File: src/design/phtm_pkg.sv
// Shared types, constants and helper functions for the pipeline hazard timing model.
// Used by the stage file, the sequencer and the top level. Depends on nothing.
`timescale 1ns / 1ps
`default_nettype none

package phtm_pkg;

	localparam logic [1:0] MODE_IDEAL = 2'd0;
	localparam logic [1:0] MODE_STALL = 2'd1;
	localparam logic [1:0] MODE_FWD   = 2'd2;

	localparam logic CMD_ISSUE = 1'b0;
	localparam logic CMD_DRAIN = 1'b1;

	localparam int FLAG_CTRL = 0;
	localparam int FLAG_LOAD = 1;

	localparam int MAX_RESULTS = 12;
	localparam int REP_W       = 4;

	typedef struct packed {
		logic [1:0] flags;
		logic [9:0] dests;
		logic [9:0] srcs;
	} instr_t;

	typedef struct packed {
		logic   apply;
		logic   enter;
		instr_t instr;
	} cmd_t;

	typedef struct packed {
		logic hold;
		logic enter_ok;
		logic any_valid;
	} status_t;

	function automatic logic regs_overlap(input logic [9:0] srcs, input logic [9:0] dests);
		logic hit;
		hit = 1'b0;
		if (srcs[4] && dests[4] && (srcs[3:0] == dests[3:0])) hit = 1'b1;
		if (srcs[4] && dests[9] && (srcs[3:0] == dests[8:5])) hit = 1'b1;
		if (srcs[9] && dests[4] && (srcs[8:5] == dests[3:0])) hit = 1'b1;
		if (srcs[9] && dests[9] && (srcs[8:5] == dests[8:5])) hit = 1'b1;
		return hit;
	endfunction

endpackage

`default_nettype wire

File: src/design/phtm_seq.sv
// Sequencer: walks the stages one per cycle, held while the output stalls, to decide moves,
// applies them, counts cycles and delivers retirement beats. Depends on phtm_pkg and the status of phtm_stage_file.
`timescale 1ns / 1ps
`default_nettype none

module phtm_seq import phtm_pkg::*; #(
	parameter int STAGES             = 5,
	parameter int READ_STAGE         = 1,
	parameter int FORWARD_READ_STAGE = 2
) (
	input  wire logic              clk,
	input  wire logic              arst_n,
	input  wire logic [1:0]        mode,
	input  wire logic              s_tvalid,
	output logic                   s_tready,
	input  wire logic              s_cmd,
	input  wire instr_t            s_instr,
	output logic                   m_tvalid,
	input  wire logic              m_tready,
	output logic      [47:0]       m_tdata,
	output logic                   m_tlast,
	input  wire logic [STAGES-1:0] valid,
	input  wire logic [15:0]       last_seq,
	input  wire status_t           status,
	output cmd_t                   cmd,
	output logic      [STAGES-1:0] move
);

	localparam int IDX_W      = $clog2(STAGES);
	localparam int STEP_LIMIT = 4 * STAGES + 4;
	localparam int CLK_W      = $clog2(STEP_LIMIT + 1);
	localparam logic [IDX_W-1:0] LAST_IDX = IDX_W'(STAGES - 1);

	localparam logic [2:0] ST_IDLE  = 3'd0;
	localparam logic [2:0] ST_START = 3'd1;
	localparam logic [2:0] ST_WALK  = 3'd2;
	localparam logic [2:0] ST_APPLY = 3'd3;
	localparam logic [2:0] ST_FLUSH = 3'd4;

	logic [2:0]        state_q;
	logic [IDX_W-1:0]  idx_q;
	logic [STAGES-1:0] move_q;
	logic              broken_q;
	logic [CLK_W-1:0]  clk_cnt_q;
	logic [REP_W-1:0]  rep_q;
	logic [31:0]       cycle_q;
	logic              drain_q;
	logic              pend_q;
	logic              out_valid_q;
	instr_t            instr_q;
	logic [15:0]       pend_seq_q;
	logic [31:0]       pend_time_q;
	logic [47:0]       out_data_q;
	logic              out_last_q;

	logic              out_free;
	logic              ret;
	logic              rep_ok;
	logic [STAGES-1:0] busy_above;
	logic              cur_v;
	logic              cur_b;
	logic              at_hold;
	logic              gated;
	logic              stall_here;
	logic              mv;
	logic              brk;
	logic              wait_ret;
	logic              capture;
	logic              push;
	logic              limit_hit;
	logic              accept;

	assign accept     = s_tvalid & s_tready;
	assign out_free   = ~out_valid_q | m_tready;
	assign ret        = valid[LAST_IDX];
	assign rep_ok     = rep_q < REP_W'(MAX_RESULTS);
	assign busy_above = (valid & ~move_q) >> 1;
	assign cur_v      = valid[idx_q];
	assign cur_b      = busy_above[idx_q];
	assign at_hold    = (mode == MODE_STALL) ? (int'(idx_q) == READ_STAGE)
	                                         : (int'(idx_q) == FORWARD_READ_STAGE);
	assign gated      = mode != MODE_IDEAL;
	assign stall_here = gated & at_hold & status.hold;
	assign mv         = cur_v & ~broken_q & (~gated | (~cur_b & ~stall_here));
	assign brk        = cur_v & ~broken_q & gated & ~cur_b & stall_here;
	assign wait_ret   = ret & rep_ok & pend_q & ~out_free;
	assign capture    = (state_q == ST_WALK) & (idx_q == LAST_IDX) & ret & rep_ok & ~wait_ret;
	assign push       = (capture & pend_q) | ((state_q == ST_FLUSH) & pend_q & out_free);
	assign limit_hit  = clk_cnt_q == CLK_W'(STEP_LIMIT);

	assign s_tready  = state_q == ST_IDLE;
	assign cmd.apply = state_q == ST_APPLY;
	assign cmd.enter = (state_q == ST_APPLY) & (drain_q == CMD_ISSUE) & status.enter_ok;
	assign cmd.instr = instr_q;
	assign move      = move_q;
	assign m_tvalid  = out_valid_q;
	assign m_tdata   = out_data_q;
	assign m_tlast   = out_last_q;

	always_ff @(posedge clk or negedge arst_n) begin
		if (!arst_n) begin
			state_q     <= ST_IDLE;
			idx_q       <= '0;
			move_q      <= '0;
			broken_q    <= 1'b0;
			clk_cnt_q   <= '0;
			rep_q       <= '0;
			cycle_q     <= '0;
			drain_q     <= CMD_ISSUE;
			pend_q      <= 1'b0;
			out_valid_q <= 1'b0;
		end else begin
			if (push) begin
				out_valid_q <= 1'b1;
			end else if (m_tready) begin
				out_valid_q <= 1'b0;
			end
			case (state_q)
				ST_IDLE: begin
					if (accept) begin
						drain_q   <= s_cmd;
						clk_cnt_q <= '0;
						rep_q     <= '0;
						state_q   <= ST_START;
					end
				end
				ST_START: begin
					if (limit_hit || ((drain_q == CMD_DRAIN) && !status.any_valid)) begin
						state_q <= ST_FLUSH;
					end else begin
						move_q   <= '0;
						broken_q <= 1'b0;
						idx_q    <= LAST_IDX;
						state_q  <= ST_WALK;
					end
				end
				ST_WALK: begin
					if (idx_q == LAST_IDX) begin
						if (!wait_ret) begin
							if (capture) begin
								pend_q <= 1'b1;
								rep_q  <= rep_q + REP_W'(1);
							end
							move_q[idx_q] <= ret;
							idx_q         <= idx_q - IDX_W'(1);
						end
					end else begin
						move_q[idx_q] <= mv;
						if (brk) broken_q <= 1'b1;
						if (idx_q == '0) begin
							state_q <= ST_APPLY;
						end else begin
							idx_q <= idx_q - IDX_W'(1);
						end
					end
				end
				ST_APPLY: begin
					move_q    <= '0;
					cycle_q   <= cycle_q + 32'd1;
					clk_cnt_q <= clk_cnt_q + CLK_W'(1);
					state_q   <= cmd.enter ? ST_FLUSH : ST_START;
				end
				ST_FLUSH: begin
					if (!pend_q) begin
						state_q <= ST_IDLE;
					end else if (out_free) begin
						pend_q  <= 1'b0;
						state_q <= ST_IDLE;
					end
				end
				default: begin
					state_q <= ST_IDLE;
				end
			endcase
		end
	end

	always_ff @(posedge clk) begin
		if (accept) instr_q <= s_instr;
		if (push) begin
			out_data_q <= {pend_time_q, pend_seq_q};
			out_last_q <= state_q == ST_FLUSH;
		end
		if (capture) begin
			pend_seq_q  <= last_seq;
			pend_time_q <= cycle_q;
		end
	end

endmodule

`default_nettype wire

File: config.mk
export PLATFORM = sky130hd
export DESIGN_NAME = phtm_seq
export DESIGN_NICKNAME = d
export VERILOG_FILES = /design/src/design/phtm_pkg.sv /design/src/design/phtm_seq.sv
export SDC_FILE = /design/constraint.sdc
export NUM_CORES = 1
export LEC_CHECK = 0
export BUFFER_PORTS_ARGS = -buffer_cell sky130_fd_sc_hd__buf_2
export CAP_MARGIN = 20
export CORE_UTILIZATION = 45
export CTS_CLUSTER_DIAMETER = 80
export DETAILED_ROUTE_END_ITERATION = 8
export PLACE_DENSITY = 0.68
export REMOVE_ABC_BUFFERS = 1
export SLEW_MARGIN = 20
export SYNTH_ARGS = -nofsm -noshare
export SYNTH_HDL_FRONTEND = slang
export SYNTH_SLANG_ARGS = --single-unit
File: constraint.sdc
create_clock -name clk -period 10.06 [get_ports clk]
set_clock_uncertainty 0.15 [all_clocks]
set_input_delay 1.509 -clock clk [delete_from_list [all_inputs] [get_ports clk]]
set_output_delay 1.509 -clock clk [all_outputs]
set_load 0.005 [all_outputs]
* After elaboration in Yosys (flattened, before gate mapping)
Cells that the tools add are included.
** Storage, ports and cells
- Bits of input ports :: 53
- Register bits :: 175
- Output and inout port bits :: 80
- Word-level logic and storage cells :: 144
** Cells by class
- Reductions and logical operators :: 21
- $add $sub $neg :: 4
- Bitwise gates (word level) :: 34
- $lt $le $gt $ge :: 3
- Eq/ne operators :: 20
- Mux-type cells :: 45
** Operator list (number)
- $mux W3 :: 11
- $add A32 B1 Y32 const B :: 1
- $and A1 B1 Y1 :: 21
- $mux W5 :: 4
- $mux W4 :: 4
- $reduce_and A4 Y1 :: 4
- $pmux W3 S5 :: 1
- $pmux W5 S3 :: 1
- $mux W1 :: 14
- $reduce_bool A2 Y1 :: 6
- $bwmux W5 :: 2
- $ne A2 B2 Y1 const B :: 5
- $pmux W5 S2 :: 1
- $eq A3 B2 Y1 const B :: 3
- $eq A3 B3 Y1 const B :: 3
- $ne A3 B3 Y1 const B :: 3
- $not A1 Y1 :: 8
- $pmux W4 S2 :: 1
- $bmux W1 S3 :: 2
- $logic_not A3 Y1 :: 2
- $ne A2 B1 Y1 const B :: 3
- $pmux W3 S2 :: 1
- $add A5 B1 Y5 const B :: 1
- $and A5 B5 Y5 :: 1
- other kinds (19) :: 24

* Logic depth before layout (Yosys ltp)
Gate-level depths: netlist of run 1.
- Depth in word-level cells :: 11
- Gate-level depth with buffers :: 9
- Mapped depth without buffers :: 7

* Worst setup path before layout of run 1
OpenSTA, ideal clock, no wires.
- Kind :: input port to flip-flop
- Start point :: input valid[4]
- End point :: register out_data_q[0], in the netlist m_tdata[0], enable pin
- Setup time :: 456 ps
- Arrival :: 4154 ps
- Slack :: 5300 ps
- Cell stages on the path :: 4
- Cell sequence :: a21bo_2 -> nor3_1 -> o21ai_0 -> nor2_1
** On the way
- Cells in the longest elaborated chain, start to end :: 7
- Elaborated cells on any way between the ends :: 9
- Classes of those cells :: bitwise (9)
** Ends and longest elaborated chain
- start: declaration :: line phtm_seq.sv:22 : input wire logic [STAGES-1:0] valid,
- $and A1 B1 Y1 (3 in series) :: line phtm_seq.sv:86 : assign wait_ret = ret & rep_ok & pend_q & ~out_free;
- $not A1 Y1 :: line phtm_seq.sv:87 : assign capture = (state_q == ST_WALK) & (idx_q == LAST_IDX) & ret & rep_ok & ~wait_ret;
- $and A1 B1 Y1 * :: line phtm_seq.sv:87
- $and A1 B1 Y1 * :: line phtm_seq.sv:88 : assign push = (capture & pend_q) | ((state_q == ST_FLUSH) & pend_q & out_free);
- $or A1 B1 Y1 * :: line phtm_seq.sv:88
- via push :: line phtm_seq.sv:69 : logic push;
- end signal: assignment :: line phtm_seq.sv:181 : out_data_q <= {pend_time_q, pend_seq_q};
- end: declaration :: line phtm_seq.sv:53 : logic [47:0] out_data_q;
Mark *: on every way through the listed nets, which the timed path passes. The rest lies on a longest branch.
A chain may end at the register's enable or synchronous reset.

==> results of run 1 <==
## stage by stage
step                util, %  total power, mW
global route           56.9             2.07
floorplan                 -             1.17
global placement       52.5             1.30
finish                 56.9             1.97
CTS                    56.9             1.99
detailed placement     52.5             1.31
## cells by family after synthesis
group	synth area share, %
AOI/OAI and AO/OA	4.33
xor gates and xnor gates	4.33
adders and majority gates	1.16
buffers and inverters	1.89
DFF	76.8
muxes	0.155
and+or+nand+nor	11.3
## power breakdown
part	switching, mW	internal (mW)	leakage [nW]	total (mW)
registers	0.0674	0.916	1.86	0.984
clock network	0.257	0.416	0.292	0.673
logic	0.192	0.118	1.08	0.310
## layout make-up
cell class / instances / area [µm²] / share of cell area (%)
inverter: 13 / 48.8 / 0.616
tap: 180 / 225 / 2.84
multi-input combinational: 207 / 1390 / 17.5
timing repair buffer: 135 / 683 / 8.62
clock inverter: 10 / 164 / 2.07
sequential: 175 / 4970 / 62.8
clock buffer: 22 / 444 / 5.60
## metal layers
layer | vias up | GRT usage (%)
met5 | - | 0
met4 | 0 | 4.17
met3 | 10 | 6.04
met2 | 155 | 23.3
met1 | 1790 | 20.5
li1 | 1781 | -
## path summary, 6_finish.rpt
check | slack [ns] | end | startpoint
worst max-delay path | 6.36 | cmd[22] | status[1]
worst min-delay path | 0.27 | m_tdata[25] | pend_time_q[9]
worst max register to register | 7.29 | m_tdata[11] | state_q[1]
worst min register to register | 0.27 | m_tdata[25] | pend_time_q[9]
max in group asynchronous | 8.20 | cycle_q[25] | arst_n
min in group asynchronous | 1.07 | move[3] | arst_n
## cells in the final DEF (no fill, tap or decap), drive strengths merged, types with 2 or more instances in the layout
cell	synthesis	final
clkinv	0	5
inv	13	13
clkbuf	2	22
nand3b	3	3
and4	3	3
nand2	34	34
nand2b	4	4
nor2	17	17
ha	6	6
nor3	4	4
a21oi	7	7
or3b	3	3
or2	2	2
a211oi	2	2
buf	9	135
nand3	9	9
o31ai	2	2
nor2b	4	4
xor2	9	9
xnor2	23	23
nor4b	2	2
o21a	2	2
nor4	3	3
dfrtp	56	56
bufinv	0	4
and3	7	7
o211ai	2	2
a31oi	4	4
nand4	10	10
a41oi	2	2
o22ai	3	3
nand4b	2	2
nor3b	10	10
edfxtp	119	119
o21ai	17	17
and2	3	3
## state kept, by name (all words and copies together) (netlist names), 3 cells and up
register / flops
cmd: 22
clk_cnt_q: 5
m_tdata: 48
idx_q: 3
rep_q: 4
pend_seq_q: 16
pend_time_q: 32
state_q: 3
move: 5
cycle_q: 32
## worst max-delay path, stage by stage
cell and delay (ns):
buf_2 0.07, nor3b_1 0.28, buf_2 0.18
==> impl_metrics.env, run 1 <==
export IMPL_outcome="complete, no violations"
export IMPL_chipHeight_um=122
export IMPL_top_layer="met4"
export IMPL_ir_drop_v=0.000138
export IMPL_vias=3736
export IMPL_cts_made_buffers=17
export IMPL_syn2layout_area_growth_pct=22.4
export IMPL_fin_setup_tns_ns=0
export IMPL_syn_area_um2=6480
export IMPL_grt_usage_pct=15.3
export IMPL_slew_violations=0
export IMPL_cts_setup_buffers=0
export IMPL_viasPerCell=5.04
export IMPL_post_synth_top_count_cell="edfxtp_1"
export IMPL_cts_resized=0
export IMPL_path_class="in -> out"
export IMPL_synth_top_flop_cell="edfxtp_1"
export IMPL_cts_tree="built"
export IMPL_diodes=0
export IMPL_die_area_um2=14900
export IMPL_rsz0062_at_grt="false"
export IMPL_avgSynthCellArea_um2=16.0
export IMPL_met1_length_um=4930
export IMPL_crit_fanout=3
export IMPL_nets=608
export IMPL_grt_pass1_wl_um=17200
export IMPL_row_count=43
export IMPL_fin_ws_ns=6.36
export IMPL_cts_clk_slew_worst_paths_ns=0.06
export IMPL_routabilityCongestion=0.835
export IMPL_yosys_warnings=0
export IMPL_power_leakage_nw=3.23
export IMPL_postSynthCellCount=406
export IMPL_hold_viol_final=0
export IMPL_clock_sinks=175
export IMPL_fmax_mhz=270
export IMPL_port_buffers=132
export IMPL_end_kind="primary output"
export IMPL_yosys_area_top_type_share_pct=55.2
export IMPL_power_per_cell_area_nw_per_um2=248
export IMPL_post_dp_hpwl_um=7150
export IMPL_crit_path_start_kind="primary input"
export IMPL_fin_cells=742
export IMPL_worst_slew_pin_slew_ns=0.966
export IMPL_maxCapViolations=0
export IMPL_ant_nets=0
export IMPL_synthArstFlopShare_pct=32.0
export IMPL_wl_met2_um=5080
export IMPL_dr_pass1_iters=4
export IMPL_hold_class="reg -> reg"
export IMPL_wl_um=10900
export IMPL_fp_coreArea_um2=13900
export IMPL_antenna_found_initial=0
export IMPL_cp_data_arrival_time_ns=2.04
export IMPL_drt_initial_drc_count=149
export IMPL_clock_latency_ns=0.42
export IMPL_required_ns=8.40
export IMPL_reg2reg_depth=5
export IMPL_synth_seq_cells=175
export IMPL_grt_max_degree=57
export IMPL_grt_pass1_vias=3541
export IMPL_hold_buffers=0
export IMPL_whs_path_depth=0
export IMPL_seq_area_frac_synth_pct=76.8
export IMPL_start_util_pct=46.5
export IMPL_htreeDepth=4
export IMPL_ys_types=53
export IMPL_place_inst=710
export IMPL_fill_cells=1116
export IMPL_drive_above_1_share_pct=31.5
export IMPL_clockRootBuffer="clkbuf_16"
export IMPL_yosys_top_cells_count="119 x edfxtp_1, 56 x dfrtp_1, 33 x nand2_1"
export IMPL_design_area_um2=7930
export IMPL_yosys_top_cells_area="edfxtp_1 55%, dfrtp_1 22%, xnor2_1 3.1%, nand2_1 1.9%, o21ai_0 1.2%"
export IMPL_drc_errors=0
export IMPL_overflow=0
export IMPL_io_pins=133
export IMPL_wl_met3_um=836
export IMPL_pre_cts_ws_ns=6.38
export IMPL_worst_slew_margin_rel_pct=35.6
export IMPL_detail_route_wl_per_cell_um=14.7
export IMPL_post_route_period_util_pct=36.8
export IMPL_place_area_um2=7320
export IMPL_clock_path_buffers=2
export IMPL_setup_viol=0
export IMPL_synth_edf_count=119
export IMPL_synth_largest_area_cell="edfxtp_1"
export IMPL_timing_final_crit_period_ns=3.70
export IMPL_whs_ns=0.268
export IMPL_fp_dieW_um=122
Power figures use the tool's default switching activity.
==> inputs of run 2 (changes only) <==
clock period = 3.5 ns   (was 10.06 ns; I/O delays follow)
==> run 2 against run 1 <==
Effect of this change: hold slack lost 0.14 ns; total power grew to 2.8 times the previous value; flip-flop and latch count is the same; register-to-register slack lost 6.5 ns; global-route usage grew 0.19 points; clock power grew to 2.6 times the previous value; critical path depth grew 2; sequential power grew to 2.9 times the previous value; non-clock buffer count grew 5; sequential share of layout area is essentially flat; combinational power grew to 3.0 times the previous value; highest routed layer unchanged; first-iteration DRC count grew 6.0%.
==> impl_metrics.env, run 2 (same netlist as run 1, synthesis figures left out) <==
export IMPL_crit_path_top_delay_cell="or3b_1"
export IMPL_overflow=0
export IMPL_wl_met3_um=702
export IMPL_outcome="complete, no violations"
export IMPL_row_count=43
export IMPL_cts_clk_slew_worst_paths_ns=0.06
export IMPL_crit_path_start_kind="register"
export IMPL_htreeDepth=4
export IMPL_cp_data_arrival_time_ns=2.61
export IMPL_grt_pass1_vias=3628
export IMPL_antenna_found_initial=0
export IMPL_power_net_switching_mw=1.52
export IMPL_met1_length_um=4850
export IMPL_clock_sinks=175
export IMPL_detail_route_wl_per_cell_um=14.6
export IMPL_fin_util_pct=56.9
export IMPL_worst_slew_margin_rel_pct=39.7
export IMPL_mostFrequentLayoutCells="132 x buf_2, 119 x edfxtp_1, 56 x dfrtp_1"
export IMPL_required_ns=3.40
export IMPL_vias=3712
export IMPL_top_layer="met4"
export IMPL_ir_drop_v=0.000398
export IMPL_post_dp_hpwl_um=7680
export IMPL_end_kind="register"
export IMPL_routabilityCongestion=0.848
export IMPL_fmax_mhz=369
export IMPL_fp_coreArea_um2=13900
export IMPL_clock_latency_ns=0.42
export IMPL_path_buf_inv=1
export IMPL_path_cells="or3b_1 -> nor3_1 -> o21ai_0 -> nor2_4 -> buf_4"
export IMPL_maxCapViolations=0
export IMPL_viasPerCell=4.97
export IMPL_p_int_mw=3.98
export IMPL_clockRootBuffer="clkbuf_16"
export IMPL_chipHeight_um=122
export IMPL_power_leakage_nw=3.23
export IMPL_place_inst=714
export IMPL_path_class="reg -> reg"
export IMPL_syn2layout_area_growth_pct=22.4
export IMPL_cts_resized=0
export IMPL_hold_viol_final=0
export IMPL_path_delay_family="simple AND/OR/NAND/NOR gates"
export IMPL_timing_final_crit_period_ns=2.71
export IMPL_wl_um=10900
export IMPL_slew_violations=0
export IMPL_ant_nets=0
export IMPL_fill_cells=1082
export IMPL_drt_initial_drc_count=158
export IMPL_cts_made_buffers=17
export IMPL_grt_pass1_wl_um=17300
export IMPL_fin_ws_ns=0.793
export IMPL_port_buffers=132
export IMPL_die_area_um2=14900
export IMPL_rsz0062_at_grt="false"
export IMPL_power_per_cell_area_nw_per_um2=694
export IMPL_drc_errors=0
export IMPL_critPathMaxStageDelay_ns=0.57
export IMPL_clock_path_buffers=2
export IMPL_largest_reg_flops=48
export IMPL_diodes=0
export IMPL_p_clk_share_pct=32.1
export IMPL_crit_fanout=49
export IMPL_wl_met2_um=5250
export IMPL_dr_pass1_iters=4
export IMPL_hold_class="in -> reg"
export IMPL_setup_viol=0
export IMPL_comb_power_share_pct=16.7
export IMPL_io_pins=133
export IMPL_swShare_pct=27.7
export IMPL_nets=613
export IMPL_post_route_period_util_pct=77.4
export IMPL_start_util_pct=46.5
export IMPL_fp_dieW_um=122
export IMPL_pre_cts_ws_ns=0.775
export IMPL_worst_slew_pin_slew_ns=0.903
export IMPL_fin_setup_tns_ns=0
export IMPL_grt_max_degree=50
export IMPL_drive_above_1_share_pct=32.5
export IMPL_final_common_cell="buf_2"
export IMPL_cts_tree="built"
export IMPL_fin_cells=747
export IMPL_seq_power_share_pct=51.2
export IMPL_grt_usage_pct=15.5
==> run 2: changes by cell type in the layout (fill, tap and decap cells not counted), moves of 2 or more <==
cell and change:
buf_4 +3, bufinv_16 -3, inv_6 +7, clkbuf_1 -4, clkinv_4 -2
==> run 2: worst reg2reg max path: cells and delay by family, from the launching register on <==
family,cells,cell delay [ns]
flip-flops,1,0.53
buffers and inverters,1,0.51
AND/OR/NAND/NOR,3,0.90
AO/OA/AOI/OAI,1,0.22
==> run 2: area by class of cell <==
| cell class | instances | area [µm²] | area share (%) |
|---|---|---|---|
| Clock buffer | 18 | 429 | 5.41 |
| Tap cell | 180 | 225 | 2.84 |
| Timing Repair Buffer | 140 | 736 | 9.28 |
| Inverter | 13 | 48.8 | 0.615 |
| Multi-Input combinational cell | 207 | 1390 | 17.5 |
| Clock inverter | 14 | 129 | 1.63 |
| Sequential cell | 175 | 4970 | 62.7 |
==> run 2: metal layers <==
metal,up-vias,GRT usage [%]
li1,1786,-
met1,1776,20.0
met2,137,24.6
met3,13,4.49
met4,0,6.48
met5,-,0
==> run 2: repair_timing <==
action	in CTS	in global routing
hold endpoints to repair	23	0
buffers inserted	0	0
hold buffers	1	0
==> run 2: metrics by stage <==
stage | total power [mW] | hold WS [ns] | cell area [µm²]
2_1_floorplan | 3.38 | 0.0794 | 6400
5_1_grt | 5.80 | 0.105 | 7930
6_report | 5.51 | 0.130 | 7930
4_1_cts | 5.57 | 0.109 | 7930
3_5_place_dp | 3.80 | 0.255 | 7360
3_3_place_gp | 3.75 | 0.252 | 7360
==> run 2: power groups by stage <==
stage	clock, mW	combinational [mW]	sequential [mW]
finish	1.77	0.922	2.82
global route	1.91	1.03	2.86
CTS	1.81	0.938	2.82
detailed placement	0	0.936	2.86
global placement	0	0.903	2.84
floorplan	0	0.525	2.85
==> run 2: path summary, 6_finish.rpt <==
check / from / depth (start not counted) / to / slack [ns]
max: state_q[1] / 5 / m_tdata[47] / 0.79
min: s_instr[0] / 1 / cmd[0] / 0.13
max reg2reg: state_q[1] / 5 / m_tdata[47] / 0.79
min reg2reg: pend_time_q[16] / 0 / m_tdata[32] / 0.26
max in group asynchronous: arst_n / 3 / cycle_q[14] / 2.03
min in group asynchronous: arst_n / 2 / drain_q / 0.49
